--- config.mk ---
export PLATFORM = sky130hd
export DESIGN_NAME = pd_power_profile_selector
export DESIGN_NICKNAME = d
export VERILOG_FILES = /design/src/rtl/pdps_pkg.sv /design/src/rtl/pdps_ctrl.sv /design/src/rtl/pdps_datapath.sv /design/src/rtl/pd_power_profile_selector.sv
export SDC_FILE = /design/constraint.sdc
export NUM_CORES = 1
export LEC_CHECK = 0
export ABC_AREA = 1
export BUFFER_PORTS_ARGS = -buffer_cell sky130_fd_sc_hd__buf_2
export CORE_UTILIZATION = 50
export DETAILED_ROUTE_END_ITERATION = 10
export MAX_ROUTING_LAYER = met4
export PLACE_DENSITY_LB_ADDON = 0.1
export RECOVER_POWER = 50
export SLEW_MARGIN = 15
export SYNTH_ARGS = -nofsm -noshare
export SYNTH_HDL_FRONTEND = slang
export SYNTH_SLANG_ARGS = --single-unit
--- constraint.sdc ---
create_clock -name clk -period 10.9 [get_ports clk]
set_clock_uncertainty 0.1 [all_clocks]
set_input_delay 1.09 -clock clk [delete_from_list [all_inputs] [get_ports clk]]
set_output_delay 1.09 -clock clk [all_outputs]
set_load 0.005 [all_outputs]
--- src/rtl/pdps_pkg.sv ---
package pdps_pkg;

    localparam int NUM_PROFILES    = 13;
    localparam int EXT_RANGE_FIRST = 7;
    localparam int PPS_STEP_MV     = 100;
    localparam int AVS_STEP_MV     = 200;

    localparam int IDX_W  = $clog2(NUM_PROFILES);
    localparam int STEP_W = 9;

    localparam logic [IDX_W-1:0] LAST_IDX = IDX_W'(NUM_PROFILES - 1);

    typedef enum logic [1:0] {
        CMD_LOAD = 2'd0,
        CMD_REQ  = 2'd1,
        CMD_PPS  = 2'd2,
        CMD_AVS  = 2'd3
    } cmd_t;

    typedef enum logic [1:0] {
        KIND_FIXED = 2'd0,
        KIND_PPS   = 2'd1,
        KIND_AVS   = 2'd2
    } kind_t;

    typedef struct packed {
        logic             capture;
        logic             write;
        logic             sweep;
        logic [IDX_W-1:0] idx;
        logic             emit;
    } ctl_t;

    typedef struct packed {
        logic out_full;
    } sts_t;

    function automatic logic [12:0] amp_ma(input logic [3:0] code);
        logic [12:0] ma;
        unique case (code)
            4'd0:    ma = 13'd1000;
            4'd1:    ma = 13'd1250;
            4'd2:    ma = 13'd1500;
            4'd3:    ma = 13'd1750;
            4'd4:    ma = 13'd2000;
            4'd5:    ma = 13'd2250;
            4'd6:    ma = 13'd2500;
            4'd7:    ma = 13'd2750;
            4'd8:    ma = 13'd3000;
            4'd9:    ma = 13'd3250;
            4'd10:   ma = 13'd3500;
            4'd11:   ma = 13'd3750;
            4'd12:   ma = 13'd4000;
            4'd13:   ma = 13'd4250;
            4'd14:   ma = 13'd4500;
            default: ma = 13'd5000;
        endcase
        return ma;
    endfunction

    // highest code whose current does not exceed ma, 0 below the lowest step
    function automatic logic [3:0] encode_amps(input logic [15:0] ma);
        logic [3:0] code;
        code = 4'd0;
        for (int k = 0; k < 16; k++)
        begin
            if (ma >= {3'd0, amp_ma(4'(k))})
            begin
                code = 4'(k);
            end
        end
        return code;
    endfunction

endpackage

--- src/rtl/pdps_ctrl.sv ---
module pdps_ctrl (
    input  logic           clk,
    input  logic           rst_n,
    input  logic           in_valid,
    input  logic [1:0]     command,
    input  logic           out_stall,
    output logic           in_stall,
    output pdps_pkg::ctl_t ctl,
    input  pdps_pkg::sts_t sts
);

    typedef enum logic [2:0] {
        S_IDLE   = 3'b001,
        S_SWEEP  = 3'b010,
        S_FINISH = 3'b100
    } state_t;

    state_t                      state_reg, state_next;
    logic [pdps_pkg::IDX_W-1:0] idx_reg, idx_next;

    always_ff @(posedge clk or negedge rst_n)
    begin
        if (!rst_n)
        begin
            state_reg <= S_IDLE;
            idx_reg   <= '0;
        end
        else
        begin
            state_reg <= state_next;
            idx_reg   <= idx_next;
        end
    end

    always_comb
    begin
        state_next  = state_reg;
        idx_next    = idx_reg;
        ctl.capture = 1'b0;
        ctl.write   = 1'b0;
        ctl.sweep   = 1'b0;
        ctl.idx     = idx_reg;
        ctl.emit    = 1'b0;
        unique case (state_reg)
            S_IDLE:
            begin
                if (in_valid)
                begin
                    ctl.capture = 1'b1;
                    idx_next    = '0;
                    if (command == pdps_pkg::CMD_LOAD)
                    begin
                        ctl.write  = 1'b1;
                        state_next = S_FINISH;
                    end
                    else
                    begin
                        state_next = S_SWEEP;
                    end
                end
            end
            S_SWEEP:
            begin
                ctl.sweep = 1'b1;
                if (idx_reg == pdps_pkg::LAST_IDX)
                begin
                    state_next = S_FINISH;
                end
                else
                begin
                    idx_next = idx_reg + 1'b1;
                end
            end
            S_FINISH:
            begin
                if (!sts.out_full || !out_stall)
                begin
                    ctl.emit   = 1'b1;
                    state_next = S_IDLE;
                end
            end
            default:
            begin
                state_next = S_IDLE;
            end
        endcase
    end

    assign in_stall = (state_reg != S_IDLE);

endmodule

--- src/rtl/pdps_datapath.sv ---
module pdps_datapath (
    input  logic           clk,
    input  logic           rst_n,
    input  pdps_pkg::ctl_t ctl,
    output pdps_pkg::sts_t sts,
    input  logic [1:0]     command,
    input  logic [3:0]     slot,
    input  logic [15:0]    profile_word,
    input  logic [15:0]    target_mv,
    input  logic [15:0]    current_ma,
    input  logic           out_stall,
    output logic           out_valid,
    output logic [3:0]     chosen_index,
    output logic [15:0]    request_word,
    output logic           is_adjustable_avs,
    output logic [3:0]     valid_count
);

    localparam logic [31:0] PPS_RECIP =
        32'((64'd1 << 32) / 64'(pdps_pkg::PPS_STEP_MV));
    localparam logic [31:0] AVS_RECIP =
        32'((64'd1 << 32) / 64'(pdps_pkg::AVS_STEP_MV));
    localparam logic [15:0] NORM_UNIT_MV = 16'd100;
    localparam logic [15:0] EXT_UNIT_MV  = 16'd200;
    localparam logic [15:0] PPS_BASE_MV  = 16'd3300;
    localparam logic [15:0] AVS_BASE_MV  = 16'd15000;

    localparam int IW = pdps_pkg::IDX_W;

    // profile table and valid count
    logic [15:0] table_reg [pdps_pkg::NUM_PROFILES];
    logic [3:0]  count_reg, count_next;
    logic        old_valid, slot_hit;

    always_comb
    begin
        old_valid = 1'b0;
        slot_hit  = 1'b0;
        for (int i = 0; i < pdps_pkg::NUM_PROFILES; i++)
        begin
            if (slot == 4'(i))
            begin
                old_valid = table_reg[i][15];
                slot_hit  = 1'b1;
            end
        end
        count_next = count_reg;
        if (ctl.write && slot_hit)
        begin
            count_next = count_reg - {3'd0, old_valid} + {3'd0, profile_word[15]};
        end
    end

    always_ff @(posedge clk or negedge rst_n)
    begin
        if (!rst_n)
        begin
            for (int i = 0; i < pdps_pkg::NUM_PROFILES; i++)
            begin
                table_reg[i] <= '0;
            end
            count_reg <= '0;
        end
        else
        begin
            if (ctl.write)
            begin
                for (int i = 0; i < pdps_pkg::NUM_PROFILES; i++)
                begin
                    if (slot == 4'(i))
                    begin
                        table_reg[i] <= profile_word;
                    end
                end
            end
            count_reg <= count_next;
        end
    end

    // request operands
    logic [1:0]                 cmd_reg;
    logic [15:0]                mv_reg, ma_reg;
    logic [pdps_pkg::STEP_W-1:0] step_reg;
    logic [31:0]                recip_reg;

    always_ff @(posedge clk)
    begin
        if (ctl.capture)
        begin
            cmd_reg  <= command;
            mv_reg   <= target_mv;
            ma_reg   <= current_ma;
            if (command == pdps_pkg::CMD_AVS)
            begin
                step_reg  <= pdps_pkg::STEP_W'(pdps_pkg::AVS_STEP_MV);
                recip_reg <= AVS_RECIP;
            end
            else
            begin
                step_reg  <= pdps_pkg::STEP_W'(pdps_pkg::PPS_STEP_MV);
                recip_reg <= PPS_RECIP;
            end
        end
    end

    // voltage select: reciprocal multiply, then one correction step
    logic [47:0] prod_reg;
    logic [15:0] q_reg, q_est, q_next;
    logic [24:0] q_times_step, rem;

    always_comb
    begin
        q_est        = prod_reg[47:32];
        q_times_step = q_est * step_reg;
        rem          = {9'd0, mv_reg} - q_times_step;
        q_next       = (rem >= 25'(step_reg)) ? q_est + 16'd1 : q_est;
    end

    always_ff @(posedge clk)
    begin
        prod_reg <= mv_reg * recip_reg;
        q_reg    <= q_next;
    end

    // decode of the swept entry
    logic [15:0]     ent;
    logic            ext, ent_valid;
    logic [3:0]      ent_code;
    pdps_pkg::kind_t ent_kind, want_kind;
    logic [15:0]     unit_mv, base_mv, min_mv, max_mv, diff;
    logic [23:0]     max_prod, min_prod;
    logic            range_hit, fixed_ok;

    always_comb
    begin
        ent       = table_reg[ctl.idx];
        ext       = (32'(ctl.idx) >= 32'(pdps_pkg::EXT_RANGE_FIRST));
        ent_valid = ent[15];
        ent_code  = ent[13:10];
        unit_mv   = ext ? EXT_UNIT_MV : NORM_UNIT_MV;
        base_mv   = ext ? AVS_BASE_MV : PPS_BASE_MV;
        if (!ent[14])
        begin
            ent_kind = pdps_pkg::KIND_FIXED;
        end
        else if (ext)
        begin
            ent_kind = pdps_pkg::KIND_AVS;
        end
        else
        begin
            ent_kind = pdps_pkg::KIND_PPS;
        end
        max_prod  = ent[7:0] * unit_mv;
        min_prod  = ent[9:8] * unit_mv;
        max_mv    = max_prod[15:0];
        min_mv    = min_prod[15:0] + base_mv;
        want_kind = (cmd_reg == pdps_pkg::CMD_AVS) ? pdps_pkg::KIND_AVS
                                                   : pdps_pkg::KIND_PPS;
        range_hit = ent_valid && (ent_kind == want_kind)
                    && (mv_reg >= min_mv) && (mv_reg <= max_mv);
        fixed_ok  = ent_valid && (ent_kind == pdps_pkg::KIND_FIXED)
                    && ({3'd0, pdps_pkg::amp_ma(ent_code)} >= ma_reg);
        diff      = (max_mv >= mv_reg) ? max_mv - mv_reg : mv_reg - max_mv;
    end

    // search results
    logic          found_reg, best_hit_reg;
    logic [IW-1:0] hit_idx_reg, best_idx_reg;
    logic [3:0]    hit_code_reg, best_code_reg;
    logic [15:0]   near_gap_reg;

    always_ff @(posedge clk or negedge rst_n)
    begin
        if (!rst_n)
        begin
            found_reg    <= 1'b0;
            best_hit_reg <= 1'b0;
            near_gap_reg <= 16'hFFFF;
        end
        else if (ctl.capture)
        begin
            found_reg    <= 1'b0;
            best_hit_reg <= 1'b0;
            near_gap_reg <= 16'hFFFF;
        end
        else if (ctl.sweep)
        begin
            if (range_hit && !found_reg)
            begin
                found_reg <= 1'b1;
            end
            if (fixed_ok && (diff < near_gap_reg))
            begin
                best_hit_reg <= 1'b1;
                near_gap_reg <= diff;
            end
        end
    end

    always_ff @(posedge clk)
    begin
        if (ctl.sweep && range_hit && !found_reg)
        begin
            hit_idx_reg  <= ctl.idx;
            hit_code_reg <= ent_code;
        end
        if (ctl.sweep && fixed_ok && (diff < near_gap_reg))
        begin
            best_idx_reg  <= ctl.idx;
            best_code_reg <= ent_code;
        end
    end

    // result formation
    logic [15:0] cap_ma, hit_ma;
    logic [3:0]  idx_next;
    logic [15:0] word_next;
    logic        avs_next;

    always_comb
    begin
        hit_ma    = {3'd0, pdps_pkg::amp_ma(hit_code_reg)};
        cap_ma    = (ma_reg > hit_ma) ? hit_ma : ma_reg;
        idx_next  = 4'd0;
        word_next = 16'd0;
        avs_next  = 1'b0;
        if (cmd_reg != pdps_pkg::CMD_LOAD)
        begin
            if (found_reg)
            begin
                idx_next  = 4'(hit_idx_reg) + 4'd1;
                word_next = {idx_next, pdps_pkg::encode_amps(cap_ma), q_reg[7:0]};
                avs_next  = (cmd_reg == pdps_pkg::CMD_AVS);
            end
            else if ((cmd_reg == pdps_pkg::CMD_REQ) && best_hit_reg)
            begin
                idx_next  = 4'(best_idx_reg) + 4'd1;
                word_next = {idx_next, best_code_reg, 8'd0};
            end
        end
    end

    logic out_valid_reg;

    always_ff @(posedge clk or negedge rst_n)
    begin
        if (!rst_n)
        begin
            out_valid_reg <= 1'b0;
        end
        else if (ctl.emit)
        begin
            out_valid_reg <= 1'b1;
        end
        else if (!out_stall)
        begin
            out_valid_reg <= 1'b0;
        end
    end

    always_ff @(posedge clk)
    begin
        if (ctl.emit)
        begin
            chosen_index      <= idx_next;
            request_word      <= word_next;
            is_adjustable_avs <= avs_next;
            valid_count       <= count_reg;
        end
    end

    assign out_valid    = out_valid_reg;
    assign sts.out_full = out_valid_reg;

endmodule

--- src/rtl/pd_power_profile_selector.sv ---
// Load request: the table is written at the accept, then S_FINISH registers the result.
// Other requests: S_SWEEP reads the table one entry per cycle through
// its single read port, then S_FINISH registers the result.
// A new request is taken only once the previous result has been registered.
// A result still held by out_stall when the next is ready delays it by that stall.
// Reset: asynchronous, clears every profile (all invalid), the count and the output valid flag.
module pd_power_profile_selector (
    input  logic        clk,
    input  logic        rst_n,
    input  logic        in_valid,
    output logic        in_stall,
    input  logic [1:0]  command,
    input  logic [3:0]  slot,
    input  logic [15:0] profile_word,
    input  logic [15:0] target_mv,
    input  logic [15:0] current_ma,
    output logic        out_valid,
    input  logic        out_stall,
    output logic [3:0]  chosen_index,
    output logic [15:0] request_word,
    output logic        is_adjustable_avs,
    output logic [3:0]  valid_count
);

    pdps_pkg::ctl_t ctl;
    pdps_pkg::sts_t sts;

    pdps_ctrl u_ctrl (
        .clk       (clk),
        .rst_n     (rst_n),
        .in_valid  (in_valid),
        .command   (command),
        .out_stall (out_stall),
        .in_stall  (in_stall),
        .ctl       (ctl),
        .sts       (sts)
    );

    pdps_datapath u_datapath (
        .clk               (clk),
        .rst_n             (rst_n),
        .ctl               (ctl),
        .sts               (sts),
        .command           (command),
        .slot              (slot),
        .profile_word      (profile_word),
        .target_mv         (target_mv),
        .current_ma        (current_ma),
        .out_stall         (out_stall),
        .out_valid         (out_valid),
        .chosen_index      (chosen_index),
        .request_word      (request_word),
        .is_adjustable_avs (is_adjustable_avs),
        .valid_count       (valid_count)
    );

    a_avs_has_index: assert property (@(posedge clk) disable iff (!rst_n)
        (out_valid && is_adjustable_avs) |-> (chosen_index != 4'd0))
        else $error("avs flag without chosen profile");

    a_none_zero_word: assert property (@(posedge clk) disable iff (!rst_n)
        (out_valid && (chosen_index == 4'd0)) |-> (request_word == 16'd0))
        else $error("request word set with no profile chosen");

    a_word_index: assert property (@(posedge clk) disable iff (!rst_n)
        (out_valid && (chosen_index != 4'd0)) |-> (request_word[15:12] == chosen_index))
        else $error("request word index differs from chosen index");

    a_count_bound: assert property (@(posedge clk) disable iff (!rst_n)
        out_valid |-> (valid_count <= 4'(pdps_pkg::NUM_PROFILES)))
        else $error("valid count exceeds table depth");

endmodule
# Word level (Yosys, flattened, before mapping)
# Memories as Yosys holds them, arrays and structs flattened. A register that Yosys moved wholly into a read port is not among the register bits.
# Index checks and enable logic that the tools add are counted.
# word_totals
reg_bits	410
romBits	352
input_bits	58
wordCells	259
n_memories	2
# classes
add_sub_neg	10
multipliers	4
order_cmp	24
n_eq_ne	26
muxes	114
bitwise	1
reduce_logical	43
# mem_list
name	depth	word_bits	read_ports	rd_ports_with_merged_regs	write_ports	line	rtl
(no name shown)	16	11	1	1	0	pdps_pkg.sv:40	unique case (code)
(no name shown)	16	11	1	0	0	pdps_pkg.sv:40	
# op_table
op	n
13-bit two-way mux	30
16-bit by 13-bit >= comparator with 1-bit output	15
16-bit two-way mux	9
16-bit binary-select mux with 4-bit select	1
4-bit two-way mux	13
16-bit by 32-bit multiplier with 48-bit output	1
1-bit two-way mux	39
16-bit >= comparator	2
2-bit AND reduction	16
16-bit subtractor	2
26-bit two-way mux	1
25-bit by 9-bit >= comparator with 1-bit output	1
16-bit by 9-bit multiplier with 25-bit output	1
16-bit by 25-bit subtractor with 25-bit output	1
4-bit equality test (second input constant)	6
3-bit two-way mux	8
8-bit two-way mux	3
16-bit adder	1
4-bit by 3-bit equality test with 1-bit output (second input constant)	4
13-bit by 16-bit >= comparator with 1-bit output	1
16-bit by 13-bit > comparator with 1-bit output	1
16-bit <= comparator	1
16-bit less-than comparator	1
2-bit by 16-bit multiplier with 16-bit output	1
other kinds (30)	63

# Depth between registers and ports, before layout
# depth
depth_word	19
depth_mapped	57

# Cells and area by module
# Synthesis repeated with hierarchy kept, for this count alone.
# hier_totals
hier_cells	3502
hier_area_um2	30235.2
# by_module_without_submodules
mod	instances	cells_per_inst	area_per_inst_um2
pdps_datapath	1	3435	29754.8
pdps_ctrl	1	67	480.5

# Least setup slack after synthesis
# OpenSTA, ideal clock, no wires.
# synth_timing
path_kind	reg2reg
start	reg u_ctrl.idx_reg[0] in the netlist's numbering
end	reg u_datapath.best_code_reg[0] (enable)
setup_time_ns	0.375
arrival_ns	9.153
required_ns	10.425
setup_slack_ns	1.272
stages_incl_launch_ff	51
n_path_buf	9
synth_period_minus_slack_ns	9.628
path_cell_list	dfrtp_1 buf_2 buf_4 buf_4 buf_4 buf_2 buf_2 clkbuf_1 nor2_1 o221ai_1 nand3_1 o21ai_0 nand2_1 inv_1 fa_1 inv_1 fa_1 inv_1 [15 not listed] nor2_1 inv_1 o211a_1 nand2_1 buf_4 clkinv_1 o31ai_1 o22ai_1 nand3_1 o211ai_1 xor2_1 inv_1 ha_1 and3_1 a2111oi_0 nand2_1 nor2_2 clkbuf_1
# synth_between
elab_chain_len	10
# synth_rtl
item	line	rtl
start, declared	pdps_ctrl.sv:19	logic [pdps_pkg::IDX_W-1:0] idx_reg, idx_next;
start signal, assigned	pdps_ctrl.sv:31	idx_reg <= idx_next;
parallel branches: the longest is 9 deep, another holds 8-bit by 16-bit multiplier with 16-bit output	n/a	
1-bit logical AND *	pdps_datapath.sv:208	if (ctl.sweep && fixed_ok && (diff < near_gap_reg))
end signal, assigned	pdps_datapath.sv:211	best_code_reg <= ent_code;
end, declared	pdps_datapath.sv:170	logic [3:0] hit_code_reg, best_code_reg;
# Every way passes the cells marked *. The select of a mux whose other input is x is not followed.
# A chain may end at the register's enable or synchronous reset.

# Final worst setup path
# layout_timing
start	reg u_ctrl.idx_reg[1] in the netlist's numbering
end	reg u_datapath.near_gap_reg[15]
# layout_between
elab_chain_len	11
# layout_rtl
item	line	rtl
4-bit inverter with 5-bit output (not written as such)	pdps_datapath.sv:136	ent = table_reg[ctl.idx];
16-bit binary-select mux with 4-bit select	pdps_datapath.sv:136	
16-bit two-way mux (not written as such) (2 in a row)	pdps_datapath.sv:136	
8-bit by 16-bit multiplier with 16-bit output or 2-bit two-way mux (tied branches)	pdps_datapath.sv:154, pdps_datapath.sv:142	
16-bit subtractor, or another cell as far along	pdps_datapath.sv:164	diff = (max_mv >= mv_reg) ? max_mv - mv_reg : mv_reg - max_mv;
16-bit two-way mux or 1-bit logical AND (tied branches)	pdps_datapath.sv:164, pdps_datapath.sv:162	
16-bit less-than comparator or 1-bit logical AND (tied branches)	pdps_datapath.sv:193, pdps_datapath.sv:163	
1-bit logical AND	pdps_datapath.sv:193	if (fixed_ok && (diff < near_gap_reg))
2-bit nonzero test (no source line)	n/a	
2-bit AND reduction (no source line)	n/a	
end signal, assigned	pdps_datapath.sv:196	near_gap_reg <= diff;
end, declared	pdps_datapath.sv:171	logic [15:0] near_gap_reg;
# Parallel ways exist; a longest one is shown, timed or not. The select of a mux whose other input is x is not followed.

==> impl_metrics.env <==
export IMPL_worstPathRequired_ps=11290
export IMPL_synthSimpleGateAreaFrac=0.1373
export IMPL_remaining_drc_errors=7
export IMPL_synth_compound_area_frac=0.1322
export IMPL_avgSynthCellArea_um2=8.634
export IMPL_status="finished with violations"
export IMPL_ys_warnings_count=0
export IMPL_maxCapViolCount=3
export IMPL_grt_pass1_vias=23350
export IMPL_clk_pin_slew_worst_paths_ps=60
export IMPL_gp_congestion=0.9690
export IMPL_dieArea_um2=61410
export IMPL_io_pins=85
export IMPL_dp_hpwl_um=63070
export IMPL_path_depth=48
export IMPL_critical_path_class="reg -> reg"
export IMPL_endpoint_kind="register"
export IMPL_syn_area_um2=30210
export IMPL_rows=89
export IMPL_critPathLaunchType="register"
export IMPL_wire_per_inst_um=18.84
export IMPL_r2r_cells=48
export IMPL_cts_made_buffers=40
export IMPL_drive_gt1_frac=0.06295
export IMPL_clk_latency_ps=590
export IMPL_synth_edf_count=73
export IMPL_grtUsageTotal=0.2818
export IMPL_synthArstFlopShare=0.6939
export IMPL_setup_viol=0
export IMPL_ctsRootBufferMaster="clkbuf_16"
export IMPL_relSlewSlack=-3.227
export IMPL_synth_top_area_share=0.1831
export IMPL_synthXorXnorAreaFrac=0.02174
export IMPL_synth_top_family_by_area="adder cells"
export IMPL_synth_largest_area_cell="dfrtp_1"
export IMPL_wl_um=81910
export IMPL_grt_max_degree=110
export IMPL_synthMuxAreaShare=0.0003313
export IMPL_worstPathMaxFanout=38
export IMPL_synth_flop_cell="dfrtp_1"
export IMPL_nets=4229
export IMPL_synthCells=3499
export IMPL_critical_path_top_delay_family="adder cells"
export IMPL_initial_core_util=0.5090
export IMPL_clockBufferDepth=3
export IMPL_tns_ps=0
export IMPL_area_growth_pct=8.184
export IMPL_cpMaxStageDelayCell="dfrtp_4"
export IMPL_diodes=0
export IMPL_hold_depth=1
export IMPL_mostFrequentLayoutCells="nand2_1, inv_1, ha_1"
export IMPL_placed_cells=4270
export IMPL_slew_violations=243
export IMPL_ctsHoldBuffers=0
export IMPL_critPathMaxStageDelay_ps=570
export IMPL_largest_reg_flops=208
export IMPL_first_iter_violations=1935
export IMPL_violations="design-rule violations, max-capacitance violations, max-slew violations"
export IMPL_via_per_inst=5.447
export IMPL_htreeDepth=2
export IMPL_cp_buffers_inverters=14
export IMPL_dr_pass1_iters=9
export IMPL_synth_fa_ha_area_frac=0.3235
export IMPL_path_common_cell="inv_1"
export IMPL_period_share=0.8937
export IMPL_tightest_slew_ps=6340
export IMPL_finalNonFillerCells=4347
export IMPL_crit_arrival_ps=10130
export IMPL_min_period_ps=9741
export IMPL_synth_area_top_cells="dfrtp_1, fa_1, ha_1"
export IMPL_ant_nets=0
export IMPL_grt_overflow=0
export IMPL_num_vias=23680
export IMPL_ys_seq_area_frac=0.2916
export IMPL_synth_seq_cells=343
export IMPL_rsz0062_at_grt="false"
export IMPL_hold_class="reg -> reg"
export IMPL_core_um2=59350
export IMPL_hold_viol_final=0
export IMPL_port_buffers=84
export IMPL_grt_pass1_wl_um=129800
export IMPL_antenna_found_initial=0
export IMPL_die_w_um=247.8
export IMPL_synth_cell_types=67
export IMPL_cts_tree="done"
export IMPL_num_fill_cells=5532
export IMPL_final_common_cell="nand2_1"
export IMPL_die_y_um=247.8
export IMPL_clkSinkCount=343
export IMPL_max_freq_mhz=102.7
worst paths after layout:
kind                                          from                          end  slack (ps)
max                              u_ctrl.idx_reg[1]  u_datapath.near_gap_reg[15]        1160
min                        u_datapath.count_reg[3]      u_datapath.count_reg[3]         360
max reg2reg                      u_ctrl.idx_reg[1]  u_datapath.near_gap_reg[15]        1160
min reg2reg                u_datapath.count_reg[3]      u_datapath.count_reg[3]         360
max in group asynchronous                    rst_n            u_ctrl.idx_reg[1]        2090
min in group asynchronous                    rst_n      u_datapath.best_hit_reg        2810
cells in the mapped netlist (20+ instances only):
cell type / count
nand3_1: 74
o221ai_1: 25
o21ai_0: 373
edfxtp_1: 73
fa_1: 255
ha_1: 373
nand2_1: 614
dfrtp_1: 221
xnor2_1: 20
xor2_1: 55
nor2_1: 239
dfxtp_1: 32
o22ai_1: 26
clkbuf_1: 93
a21oi_1: 165
inv_1: 602
through the flow:
stage                     instance area, um2  hold WS [ps]    util  worst slack [ps]
final                                  32680         362.9  0.5506              1159
after global routing                   32680         403.0  0.5506             167.2
after CTS                              32660         371.1  0.5503             203.1
after detailed placement               31380         358.7  0.5287             253.8
after global placement                 31380         360.6  0.5287             429.8
after floorplan                        30210         324.9       -              1272
timing repair:
item                       4_1_cts  5_1_grt
resized for setup                0       14
hold endpoints to repair         0        0
setup buffers                    0        3
setup endpoints to repair        0       25
kinds of logic after synthesis:
| group | Yosys count |
|---|---|
| DFF | 343 |
| adders and majority gates | 628 |
| buffers and inverters | 732 |
| xor gates and xnor gates | 75 |
| AOI/OAI and AO/OA | 707 |
| muxes | 1 |
| other | 2 |
| and+or+nand+nor | 1011 |
worst reg2reg max path: cells and delay by family (launching register included):
family,cells,cell delay (ps)
flip-flops,1,570
AND/OR/NAND/NOR,9,1110
AO/OA/AOI/OAI,16,2820
XOR/XNOR,2,410
adder cells (fa/ha/maj),7,3010
buffers and inverters,14,1640
metal layers:
metal	part of all wire	track usage	vias to the layer above	routed length [um]
met4	0.018	0.05918	0	1506
met1	0.48	0.4075	11530	39470
met5	0	-	-	0
li1	-	-	11410	-
met2	0.44	0.4206	633	36400
met3	0.055	0.03817	103	4528
layout make-up:
class / instances / area [um2] / share of cell area
clock inverter: 18 / 193.9 / 0.005934
clock buffer: 55 / 1087 / 0.03327
sequential: 343 / 8816 / 0.2697
timing repair buffer: 121 / 694.4 / 0.02125
tap: 773 / 967.2 / 0.02959
inverter: 612 / 2310 / 0.07067
multi-input combinational: 2425 / 18610 / 0.5695
Power is left out: the tool's default activity adds up to more than one toggle a clock period on the data nets, which glitch-free logic cannot reach.
